<file path="src/tmcw_pkg.sv">
package tmcw_pkg;

    localparam int COLUMNS_DEFAULT     = 80;
    localparam int ROWS_DEFAULT        = 25;
    localparam int QUEUE_DEPTH_DEFAULT = 2;

    localparam int COL_W  = 7;
    localparam int ROW_W  = 5;
    localparam int POS_W  = 11;
    localparam int CHAR_W = 8;
    localparam int CELL_W = 16;

    localparam logic [CHAR_W-1:0] SPACE_GLYPH   = 8'h20;
    localparam logic [CHAR_W-1:0] NEWLINE_GLYPH = 8'h0A;
    localparam logic [CHAR_W-1:0] CLEAR_ATTR    = 8'h07;
    localparam logic [CHAR_W-1:0] BLANK_ATTR    = 8'h00;

    typedef enum logic [2:0] {
        OP_PUT       = 3'd0,
        OP_BACKSPACE = 3'd1,
        OP_CLEAR     = 3'd2,
        OP_POKE      = 3'd3,
        OP_PEEK      = 3'd4
    } opcode_t;

    typedef enum logic [2:0] {
        K_NOP,
        K_PUT,
        K_NEWLINE,
        K_BACKSPACE,
        K_CLEAR,
        K_POKE,
        K_PEEK,
        K_OFF_SCREEN
    } kind_t;

    typedef struct packed {
        kind_t              kind;
        logic [CHAR_W-1:0]  glyph;
        logic [CHAR_W-1:0]  attr;
        logic [COL_W-1:0]   column;
        logic [ROW_W-1:0]   row;
    } cmd_t;

    typedef struct packed {
        logic [POS_W-1:0]   cursor_position;
        logic [CHAR_W-1:0]  read_glyph;
        logic [CHAR_W-1:0]  read_attribute;
        logic               out_of_range;
    } res_t;

    typedef enum logic [2:0] {
        ST_INIT,
        ST_IDLE,
        ST_READ,
        ST_SCROLL,
        ST_CLEAR,
        ST_DONE
    } state_t;

endpackage

</file>
<file path="src/tmcw_front.sv">
module tmcw_front #(
    parameter int COLUMNS = tmcw_pkg::COLUMNS_DEFAULT,
    parameter int ROWS    = tmcw_pkg::ROWS_DEFAULT
) (
    input  logic                       push,
    output logic                       full,
    input  logic [2:0]                 opcode,
    input  logic [tmcw_pkg::CHAR_W-1:0] glyph,
    input  logic [3:0]                 fore_color,
    input  logic [3:0]                 back_color,
    input  logic [tmcw_pkg::COL_W-1:0] column,
    input  logic [tmcw_pkg::ROW_W-1:0] row,
    input  logic                       cmd_full,
    input  logic                       init_busy,
    output logic                       cmd_push,
    output tmcw_pkg::cmd_t             cmd
);

    logic in_range;

    assign full     = cmd_full || init_busy;
    assign cmd_push = push && !full;
    assign in_range = (column < tmcw_pkg::COL_W'(COLUMNS)) && (row < tmcw_pkg::ROW_W'(ROWS));

    always_comb
    begin
        cmd.glyph  = glyph;
        cmd.attr   = {back_color, fore_color};
        cmd.column = column;
        cmd.row    = row;
        case (tmcw_pkg::opcode_t'(opcode))
            tmcw_pkg::OP_PUT:
            begin
                cmd.kind = (glyph == tmcw_pkg::NEWLINE_GLYPH) ? tmcw_pkg::K_NEWLINE
                                                              : tmcw_pkg::K_PUT;
            end
            tmcw_pkg::OP_BACKSPACE: cmd.kind = tmcw_pkg::K_BACKSPACE;
            tmcw_pkg::OP_CLEAR:     cmd.kind = tmcw_pkg::K_CLEAR;
            tmcw_pkg::OP_POKE:
            begin
                cmd.kind = in_range ? tmcw_pkg::K_POKE : tmcw_pkg::K_OFF_SCREEN;
            end
            tmcw_pkg::OP_PEEK:
            begin
                cmd.kind = in_range ? tmcw_pkg::K_PEEK : tmcw_pkg::K_OFF_SCREEN;
            end
            default:                cmd.kind = tmcw_pkg::K_NOP;
        endcase
    end

endmodule

</file>
<file path="config.mk">
export PLATFORM = sky130hd
export DESIGN_NAME = tmcw_front
export DESIGN_NICKNAME = d
export VERILOG_FILES = /design/src/tmcw_pkg.sv /design/src/tmcw_front.sv
export SDC_FILE = /design/constraint.sdc
export NUM_CORES = 1
export LEC_CHECK = 0
export ABC_CLOCK_PERIOD_IN_PS = 1500
export BUFFER_PORTS_ARGS = -buffer_cell sky130_fd_sc_hd__buf_4
export CELL_PAD_IN_SITES_DETAIL_PLACEMENT = 1
export CELL_PAD_IN_SITES_GLOBAL_PLACEMENT = 2
export CORE_MARGIN = 10
export CORE_UTILIZATION = 11
export DETAILED_ROUTE_END_ITERATION = 10
export PLACE_DENSITY = 0.95
export SLEW_MARGIN = 20
export SYNTH_ARGS = -nofsm -noshare
export SYNTH_HDL_FRONTEND = slang
export SYNTH_SLANG_ARGS = --single-unit
</file>
<file path="constraint.sdc">
create_clock -name vclk -period 1.5
set_input_delay 0 -clock vclk [all_inputs]
set_output_delay 0 -clock vclk [all_outputs]
set_load 0.02 [all_outputs]
</file>
-- Word-level counts from Yosys, hierarchy flattened
Cells that the tools add are included.
- reduce and logical (&&, ||, !) cells: 5
- muxes and demuxes: 4
- equal/unequal tests: 5
- order comparisons: 2
- operators by type and width (kind ; number):
    one-hot mux 3 bit (5 select lines) ; 1
    == test 8 x 4 -> 1 bit (second input constant) ; 1
    less-than comparator 7 bit (second input constant) ; 1
    == test 3 x 2 -> 1 bit (second input constant) ; 2
    less-than comparator 5 bit (second input constant) ; 1
    two-way mux 2 bit ; 2
    == test 3 x 1 -> 1 bit (second input constant) ; 1
    == test 3 bit (second input constant) ; 1
    zero test 3 bit ; 1
    logical AND 1 bit ; 2
    zero test 1 bit ; 1
    logical OR 1 bit ; 1
    two-way mux 1 bit ; 1
- input port bits: 34
- flip-flop bits (word level): 0
- word-level logic and storage cells: 16
- output and inout bits: 33

-- Depth between registers and ports, before layout
- depth in word-level cells: 4
- depth in mapped cells: 3
- depth with buffers taken out: 3

-- Least setup slack after synthesis
OpenSTA, ideal clock, no wires.
- path type: input -> output
- start point: in glyph[5] in the netlist's numbering
- end point: out cmd[29] in the netlist's numbering
- stages on the path: 3
- path buffers: 0
- setup slack: 753 ps
- arrival: 747 ps
- data required time: 1500 ps
- cells stage by stage: nor4_4 a21oi_1 o32ai_2
- RTL lines (what ; line ; source):
    from (decl) ; tmcw_front.sv:8 ; input logic [tmcw_pkg::CHAR_W-1:0] glyph,
    to (decl) ; tmcw_front.sv:16 ; output tmcw_pkg::cmd_t cmd

==> results.toml <==
[detailed_routing]
final_antenna_net_count = 0
routed_wl_um = 1400
num_vias = 335
initialDrtViolationCount = 3
viasPerCell = 3.22
wl_per_cell_um = 13.4
route.detailed.drc = 0
dr.pass1.iters = 2

[worst_setup_path]
crit_arrival_ns = 0.96
crit_type = "primary input to output port"
cp_num_cells = 5
slowest_delay_ns = 0.38
cp_max_fo = 2
crit_top_cell = "buf_4"
worstSetupStartpointType = "primary input"
critPathBufInv = 2
crit_chain = "buf_4 > o311ai_1 > and3_1 > o32ai_2 > buf_4"
required_ns = 1.50
end_kind = "output port"
crit_family = "compound AO/OA/AOI/OAI gates"
worst_path_max_delay_cell = "o311ai_1"

[die]
die_height_um = 76.1
core_um2 = 3030
num_rows = 20
die_area_um2 = 5800
die_w_um = 76.1
num_io_pins = 67
start_util_pct = 11.4

[cells_and_area]
layout_common_cells = "43 x buf_4, 2 x nor2_1, 2 x inv_1"
seq_cells = 0
final_common_cell = "buf_4"
regArea_um2 = 0
final_layout_size_suffix_gt1_share_pct = 80.0
syn_to_final_growth_pct = 48.4
fin_nets = 96
nClkBuffers = 0
diodes = 0

[timing]
finalHoldViolCount = 0
fmax_mhz = 1040
worstMarginPinSlew_ns = 0.374
rsz0062_at_grt = "no"
slew_violations = 0
finalSetupViolCount = 0
slew_headroom_pct = 74.7
tns_ns = 0
holdWs_ns = 0.0000435
period_share_pct = 64.2
fin_crit_ns = 0.963

[yosys]
synth_cell_types = 16
postSynthCellCount = 45
yosysSeqAreaShare_pct = 0
synthesis.area_um2 = 347
synth.avg_cell_area_um2 = 7.70
synth_nets = 79
yosysWarnings = 0

[placed_design]
portBuffers = 43
dpl.hpwl_um = 1340
gp_congestion = 0.737

[global_routing]
grt_usage_pct = 4.00
grt_pass1_vias = 335
grt_pass1_wl_um = 1930
grt_max_degree = 7
grt_antenna_before_repair = 0
overflow = 0

[clocking]
postCtsSetupRepairBufs = 0
cts_hold_buf = 0
ctsResizeCount = 0

[power_and_ir_drop]
p_leak_nw = 0.259
powerDensity_nw_per_um2 = 338
ir_worst_vdd_uv = 54.6

[hold_path]
hp-start = "back_color[3]"
worstHoldPathType = "primary input to output port"
holdPathEnd = "cmd[19]"
hold_depth = 0

[run]
maxCapViolations = 0

[status]
outcome = "complete, no violations"
per-stage QoR:
stage | total power, W | cell area [um2] | std cells | utilization [%] | worst slack, ns
floorplan | 0.000142 | 347 | 45 | - | 0.753
global placement | 0.000171 | 514 | 104 | 17.0 | 0.502
detailed placement | 0.000177 | 514 | 104 | 17.0 | 0.507
CTS | 0.000177 | 514 | 104 | 17.0 | 0.506
global route | 0.000184 | 514 | 104 | 17.0 | 0.499
finish | 0.000174 | 514 | 104 | 17.0 | 0.537
cells in the mapped netlist:
cell	number	area [um2]
buf_4	28	210
inv_1	2	7.51
nor2_1	2	7.51
a2111o_1	1	11.3
a211o_1	1	8.76
a21oi_1	1	5.00
and3_1	1	6.26
and4bb_2	1	12.5
mux2_2	1	11.3
nand2_1	1	3.75
nand3_1	1	5.00
nor4_4	1	21.3
o21ai_0	1	5.00
o311ai_1	1	8.76
o32ai_2	1	16.3
or2_2	1	6.26
area by class of cell:
cell class	count	area (um2)
fill	367	2510
inverter	2	7.51
multi-input combinational	15	129
timing repair buffer	43	323
tap	44	55.1
how the worst max path moves through the flow:
stage / startpoint / endpoint / slack, ns
after global routing: row[2] / cmd[29] / 0.50
after detailed placement: row[2] / cmd[29] / 0.51
after CTS: row[2] / cmd[29] / 0.51
final: row[2] / cmd[29] / 0.54
after floorplan: glyph[5] / cmd[29] / 0.75
after global placement: row[2] / cmd[29] / 0.50
logic make-up (layout without fill, tap and decap cells):
logic type | after synthesis | count (layout) | synth area share, %
buffers and inverters | 30 | 45 | 62.8
muxes | 1 | 1 | 3.25
and+or+nand+nor | 8 | 8 | 18.1
AOI/OAI and AO/OA | 6 | 6 | 15.9
power breakdown:
group          switching [W]  total [W]  internal [W]
combinational      0.0000858   0.000174     0.0000881
sequential                 0          0             0
clock                      0          0             0
total              0.0000858   0.000174     0.0000881
routing by layer:
layer  up-vias  wire (um)  track usage, %
li1        155          -               -
met1       162        466            3.58
met2        18        866            9.01
met3         0         63           0.825
met4         0          0               0
met5         -          0               0
Note: power is estimated with default switching activity, not from simulation.
