$ cat src/tmcw_pkg.sv
package tmcw_pkg;

    localparam int COLUMNS_DEFAULT     = 80;
    localparam int ROWS_DEFAULT        = 25;
    localparam int QUEUE_DEPTH_DEFAULT = 2;

    localparam int COL_W  = 7;
    localparam int ROW_W  = 5;
    localparam int POS_W  = 11;
    localparam int CHAR_W = 8;
    localparam int CELL_W = 16;

    localparam logic [CHAR_W-1:0] SPACE_GLYPH   = 8'h20;
    localparam logic [CHAR_W-1:0] NEWLINE_GLYPH = 8'h0A;
    localparam logic [CHAR_W-1:0] CLEAR_ATTR    = 8'h07;
    localparam logic [CHAR_W-1:0] BLANK_ATTR    = 8'h00;

    typedef enum logic [2:0] {
        OP_PUT       = 3'd0,
        OP_BACKSPACE = 3'd1,
        OP_CLEAR     = 3'd2,
        OP_POKE      = 3'd3,
        OP_PEEK      = 3'd4
    } opcode_t;

    typedef enum logic [2:0] {
        K_NOP,
        K_PUT,
        K_NEWLINE,
        K_BACKSPACE,
        K_CLEAR,
        K_POKE,
        K_PEEK,
        K_OFF_SCREEN
    } kind_t;

    typedef struct packed {
        kind_t              kind;
        logic [CHAR_W-1:0]  glyph;
        logic [CHAR_W-1:0]  attr;
        logic [COL_W-1:0]   column;
        logic [ROW_W-1:0]   row;
    } cmd_t;

    typedef struct packed {
        logic [POS_W-1:0]   cursor_position;
        logic [CHAR_W-1:0]  read_glyph;
        logic [CHAR_W-1:0]  read_attribute;
        logic               out_of_range;
    } res_t;

    typedef enum logic [2:0] {
        ST_INIT,
        ST_IDLE,
        ST_READ,
        ST_SCROLL,
        ST_CLEAR,
        ST_DONE
    } state_t;

endpackage

$ cat src/tmcw_fifo.sv
module tmcw_fifo #(
    parameter int WIDTH = 8,
    parameter int DEPTH = tmcw_pkg::QUEUE_DEPTH_DEFAULT
) (
    input  logic             clk,
    input  logic             rst_n,
    input  logic             push,
    input  logic [WIDTH-1:0] push_data,
    output logic             full,
    input  logic             pop,
    output logic [WIDTH-1:0] pop_data,
    output logic             empty
);

    localparam int PW = $clog2(DEPTH);
    localparam int CW = $clog2(DEPTH + 1);

    logic [WIDTH-1:0] entries [DEPTH];
    logic [PW-1:0]    wr_ptr_reg, wr_ptr_next;
    logic [PW-1:0]    rd_ptr_reg, rd_ptr_next;
    logic [CW-1:0]    count_reg, count_next;
    logic             do_push, do_pop;

    assign full     = (count_reg == CW'(DEPTH));
    assign empty    = (count_reg == '0);
    assign do_push  = push && !full;
    assign do_pop   = pop && !empty;
    assign pop_data = entries[rd_ptr_reg];

    always_comb
    begin
        wr_ptr_next = wr_ptr_reg;
        rd_ptr_next = rd_ptr_reg;
        count_next  = count_reg;
        if (do_push)
        begin
            wr_ptr_next = (wr_ptr_reg == PW'(DEPTH - 1)) ? '0 : wr_ptr_reg + 1'b1;
        end
        if (do_pop)
        begin
            rd_ptr_next = (rd_ptr_reg == PW'(DEPTH - 1)) ? '0 : rd_ptr_reg + 1'b1;
        end
        if (do_push && !do_pop)
        begin
            count_next = count_reg + 1'b1;
        end
        else if (do_pop && !do_push)
        begin
            count_next = count_reg - 1'b1;
        end
    end

    always_ff @(posedge clk or negedge rst_n)
    begin
        if (!rst_n)
        begin
            wr_ptr_reg <= '0;
            rd_ptr_reg <= '0;
            count_reg  <= '0;
        end
        else
        begin
            wr_ptr_reg <= wr_ptr_next;
            rd_ptr_reg <= rd_ptr_next;
            count_reg  <= count_next;
        end
    end

    always_ff @(posedge clk)
    begin
        if (do_push)
        begin
            entries[wr_ptr_reg] <= push_data;
        end
    end

endmodule

$ cat config.mk
export PLATFORM = sky130hd
export DESIGN_NAME = tmcw_fifo
export DESIGN_NICKNAME = d
export VERILOG_FILES = /design/src/tmcw_pkg.sv /design/src/tmcw_fifo.sv
export SDC_FILE = /design/constraint.sdc
export NUM_CORES = 1
export LEC_CHECK = 0
export BUFFER_PORTS_ARGS = -buffer_cell sky130_fd_sc_hd__buf_4
export CORE_AREA = 2 2 46 48
export DETAILED_ROUTE_END_ITERATION = 8
export DIE_AREA = 0 0 48 50
export PLACE_DENSITY = 0.76
export SYNTH_ARGS = -nofsm -noshare
export SYNTH_HDL_FRONTEND = slang
export SYNTH_SLANG_ARGS = --single-unit
$ cat constraint.sdc
create_clock -name clk -period 1.6 [get_ports clk]
set_clock_uncertainty 0.05 [all_clocks]
set_input_delay 0.16 -clock clk [delete_from_list [all_inputs] [get_ports clk]]
set_output_delay 0.16 -clock clk [all_outputs]
set_load 0.05 [all_outputs]
# After elaboration in Yosys (flattened, before gate mapping)
# Memories as Yosys holds them, arrays and structs flattened.
# Index checks and enable logic that the tools add are counted.
[op_classes]
reduce_logical = 10
n_mux = 6
n_div = 0
n_addsub = 4
magnitude_cmp = 0
mul = 0
eq_ne = 1
n_shift = 0
n_bitwise = 0
[ops]
columns = ["op", "n"]
rows = [
  ["1-bit logical AND", 4],
  ["1-bit zero test", 4],
  ["1-bit 2-to-1 mux", 4],
  ["2-bit 2-to-1 mux", 2],
  ["1-bit adder, second input constant", 2],
  ["2-bit by 1-bit adder with 2-bit output, second input constant", 1],
  ["2-bit == test, second input constant", 1],
  ["2-bit zero test", 1],
  ["2-bit nonzero test", 1],
  ["2-bit by 1-bit subtractor with 2-bit output, second input constant", 1],
]
[word_totals]
mem_count = 1
ramBits = 16
inputBits = 12
ff_bits = 4
wordCells = 25
latchBits = 0
output_inout_bits = 10
rom_bits = 0
[memory_table]
columns = ["name", "words", "word_bits", "read_ports", "rd_clocked_by_memory_dff", "write_ports", "line_no", "text"]
rows = [
  ["entries", 2, 8, 1, 0, 1, "tmcw_fifo.sv:18", "logic [WIDTH-1:0] entries [DEPTH];"],
]

# Longest topological paths before layout
[logic_depth]
ltp_word = 7
mapped_depth = 7
mapped_depth_nobuf = 7

# Least setup slack after synthesis
# No wires, ideal clock.
[synth_timing]
kind = "flip-flop to flip-flop"
start = "register count_reg[0]"
end = "memory entries[0][0], enable pin"
arrival_time_ns = 1.022
path_buffers = 0
stages_incl_launch_ff = 4
slack_ns = 0.158
path_cell_list = "dfrtp_1 nand2b_1 nand2_2 nor2_1"
[synth_via]
elab_chain_len = 5
[synth_lines]
columns = ["element", "line_no", "text"]
rows = [
  ["from (decl)", "tmcw_fifo.sv:21", "logic [CW-1:0] count_reg, count_next;"],
  ["from (signal assigned)", "tmcw_fifo.sv:65", "count_reg <= count_next;"],
  ["2-bit == test", "tmcw_fifo.sv:24", "assign full = (count_reg == CW'(DEPTH));"],
  ["1-bit zero test", "tmcw_fifo.sv:26", "assign do_push = push && !full;"],
  ["1-bit logical AND", "tmcw_fifo.sv:26", ""],
  ["1-bit 2-to-1 mux", "tmcw_fifo.sv:71", "if (do_push)"],
  ["1-bit 2-to-1 mux (not written as such)", "tmcw_fifo.sv:73", "entries[wr_ptr_reg] <= push_data;"],
  ["to (decl)", "tmcw_fifo.sv:18", ""],
]
# Every way passes these cells.

# Worst setup path after layout
[layout_timing]
start = "register rd_ptr_reg"
end = "output pop_data[4]"
[layout_via]
elab_chain_len = 1
[layout_lines]
columns = ["element", "line_no", "text"]
rows = [
  ["from (decl)", "tmcw_fifo.sv:20", "logic [PW-1:0] rd_ptr_reg, rd_ptr_next;"],
  ["from (signal assigned)", "tmcw_fifo.sv:64", "rd_ptr_reg <= rd_ptr_next;"],
  ["memory 2 x 8 bit", "--", ""],
  ["to (decl)", "tmcw_fifo.sv:11", "output logic [WIDTH-1:0] pop_data,"],
]
# Every way passes these cells.

==> qor.txt <==
Library cells used by synthesis - 15
Antenna cell count - 0
Placed wire-length estimate - 805 µm
Grt ovf - 0
Gr usage total - 10.6%
Routed Antenna Nets - 0
Number of flops mapped to enable cells by yosys - 16
Pins over their slew limit - 0
Cts bufs inserted - 3
Root Driver - clkbuf_4
Hold crit path type - in -> reg
Synthesized area - 782 µm²
Ys async rst share - 20.0%
Rel. slew slack - 85.7%
Nets - 95
Initial Util - 41.1%
Synth Flop Type - edfxtp_1
CTS sink count - 20
Max Clk Rate - 642 MHz
Worst path slowest cell - dfrtp_2
#FFs+latches synth - 20
Antenna violations before repair - 0
Comb power frac - 49.4%
Clock network fraction of total power - 11.2%
Hold depth - 3
Crit-path max cell delay - 0.50 ns
Fill cells - 161
Met2 usage - 16.7%
Share of layout cells above drive strength 1 - 42.0%
Syn Area/Cell - 17.8 µm²
Multi-input gate area - 189 µm²
First drt pass iteration count - 2
Clk slew on worst S/H paths - 0.10 ns
Pint - 0.00124 W
Met1 usage - 13.1%
I/O pin count - 22
Worst r2r src - count_reg[0]
H-Tree Depth - 1
Syn. warnings - 0
Tightest Pin Transition - 0.215 ns
Die ar. - 2400 µm²
Clock Latency Late Sink - 0.28 ns
Finished Layout Cells - 108
Hold Path Origin - push
Sequential share of the synthesized area - 74.2%
Vias per cell - 4.33
List of most frequent post-synthesis cells - edfxtp_1, mux2_1, dfrtp_1
Startpoint Class - register
Final WL - 1.17 mm
Setup violators final - 0
Nature of the critical path endpoint - primary output
Max-Cap Viols - 0
Hold Crit Endpoint - wr_ptr_reg
Most common cell in the netlist - edfxtp_1
Drt drc - 0
Core area - 1900 µm²
Cells after DPL - 93
CTS tree - done
Worst R2R End - count_reg[1]
Die width - 48 µm
Critical Path Fanout Max - 9
Reg-to-reg setup timing slack - 0.09 ns
GRT busiest layer - met2
Total number of vias - 468
Vias in the first global route - 455
Row cnt - 16
FF+latch area - 582 µm²
Gpl congestion - 0.651
Critical Path RT - 1.39 ns
Setup tns final - 0 ns
Switch Pwr - 0.000888 W
Synth area leader - edfxtp_1
IO buf count - 21
Die height - 50 µm
Sw frac - 41.7%
Status - complete, no violations
Sequential power share - 39.4%
Initial drt markers - 4
Tmin final - 1.56 ns
WL/cell - 10.8 µm
Final hold vios - 0
Static Leak - 0.463 nW
Syn Inst Count - 44
Max IR drop VDD - 0.969 mV
Arrival time worst endpoint - 1.35 ns
Main area contributors after synthesis - edfxtp_1, dfrtp_1, mux2_1
Largest net degree at the start of global routing - 12
Layout Area Growth over Synthesis - 42.7%
Largest register FFs - 16
First-pass GRT wire length - 1.77 mm
Clock buffer depth - 2
Critical path class - reg -> out
Worst-path cell chain - mux2_2, buf_4
Grt met3 use - 3.30%
Net Count, Synth - 57
RSZ-0062 raised after global routing - true
Part of the cycle the worst path needs - 97.3%
PwrDens - 1910 nW/µm²
R2R depth - 6
Yosys top cell area share - 61.4%
==> worst max-delay path: cells and delay by family, from the launching register on <==
kind                   cells  cell delay (ns)
flip-flops                 1             0.50
multiplexers               1             0.37
buffers and inverters      1             0.19
==> routing by layer <==
layer,vias to the layer above,share of wire (%)
li1,233,-
met1,215,45
met2,18,49
met3,2,5.6
met4,0,1.1
met5,-,0
==> cell families (layout without fill, tap and decap cells) <==
kind of cell | count (synthesis) | count (layout) | synth area share, %
DFF | 20 | 20 | 74.2
muxes | 8 | 8 | 11.5
and+or+nand+nor | 6 | 6 | 3.84
xor gates and xnor gates | 5 | 5 | 6.56
buffers and inverters | 3 | 40 | 1.60
adders and majority gates | 1 | 1 | 1.60
AOI/OAI and AO/OA | 1 | 1 | 0.639
==> worst max path at each step <==
stage	from	endpoint	slack, ns	depth (start not counted)
after floorplan	count_reg[0]	entries[0][0]	0.16	3
after global placement	count_reg[0]	count_reg[1]	0.15	6
after detailed placement	count_reg[0]	count_reg[1]	0.11	6
after CTS	rd_ptr_reg	pop_data[4]	0.02	2
after global routing	rd_ptr_reg	pop_data[4]	-0.02	2
final	rd_ptr_reg	pop_data[4]	0.04	2
==> metrics by stage <==
step           util [%]  worst slack, ns  area (µm²)  hold slack (ns)  total power (W)
3_5_place_dp       51.7            0.114         983          -0.0900          0.00185
4_1_cts            57.9           0.0159        1100            0.102          0.00211
6_report           58.7           0.0435        1120            0.111          0.00213
3_3_place_gp       51.7            0.145         983          -0.0902          0.00183
5_1_grt            58.7          -0.0175        1120            0.112          0.00224
2_1_floorplan         -            0.158         782           -0.186          0.00156
==> timing repair <==
item                       CTS  global route
resized for setup            1             1
setup endpoints to repair    8             9
buffers inserted             0             2
hold endpoints to repair    20             0
cloned                       0             0
hold buffers                 9             0
==> layout make-up <==
cell class                      count  share of cell area, %
Multi-Input combinational cell     21                   16.9
Tap cell                           27                   3.03
Timing Repair Buffer               34                   24.9
Clock buffer                        4                   2.35
Sequential cell                    20                   52.1
Inverter                            2                  0.673
==> layout by cell type, fill, tap and decap left out <==
master,netlist,final
buf_4,0,25
edfxtp_1,16,16
dlygate4sd3_1,0,9
mux2_1,6,5
mux2_2,2,3
nor2_1,3,3
clkbuf_4,0,3
dfrtp_1,4,3
inv_1,2,2
xnor2_1,2,2
xor2_1,2,2
nand2b_1,1,1
nand2_2,1,1
o21ai_1,1,1
and3_1,1,1
xnor2_2,1,1
ha_1,1,1
clkbuf_1,0,1
dfrtp_2,0,1
==> power groups by stage <==
| stage | registers, W | clock network [W] | logic (W) |
|---|---|---|---|
| after floorplan | 0.000793 | 0 | 0.000770 |
| after global placement | 0.000845 | 0 | 0.000985 |
| after detailed placement | 0.000853 | 0 | 0.000997 |
| after CTS | 0.000845 | 0.000244 | 0.00102 |
| after global routing | 0.000859 | 0.000262 | 0.00112 |
| final | 0.000838 | 0.000238 | 0.00105 |
Note: power is estimated with default switching activity, not from simulation.
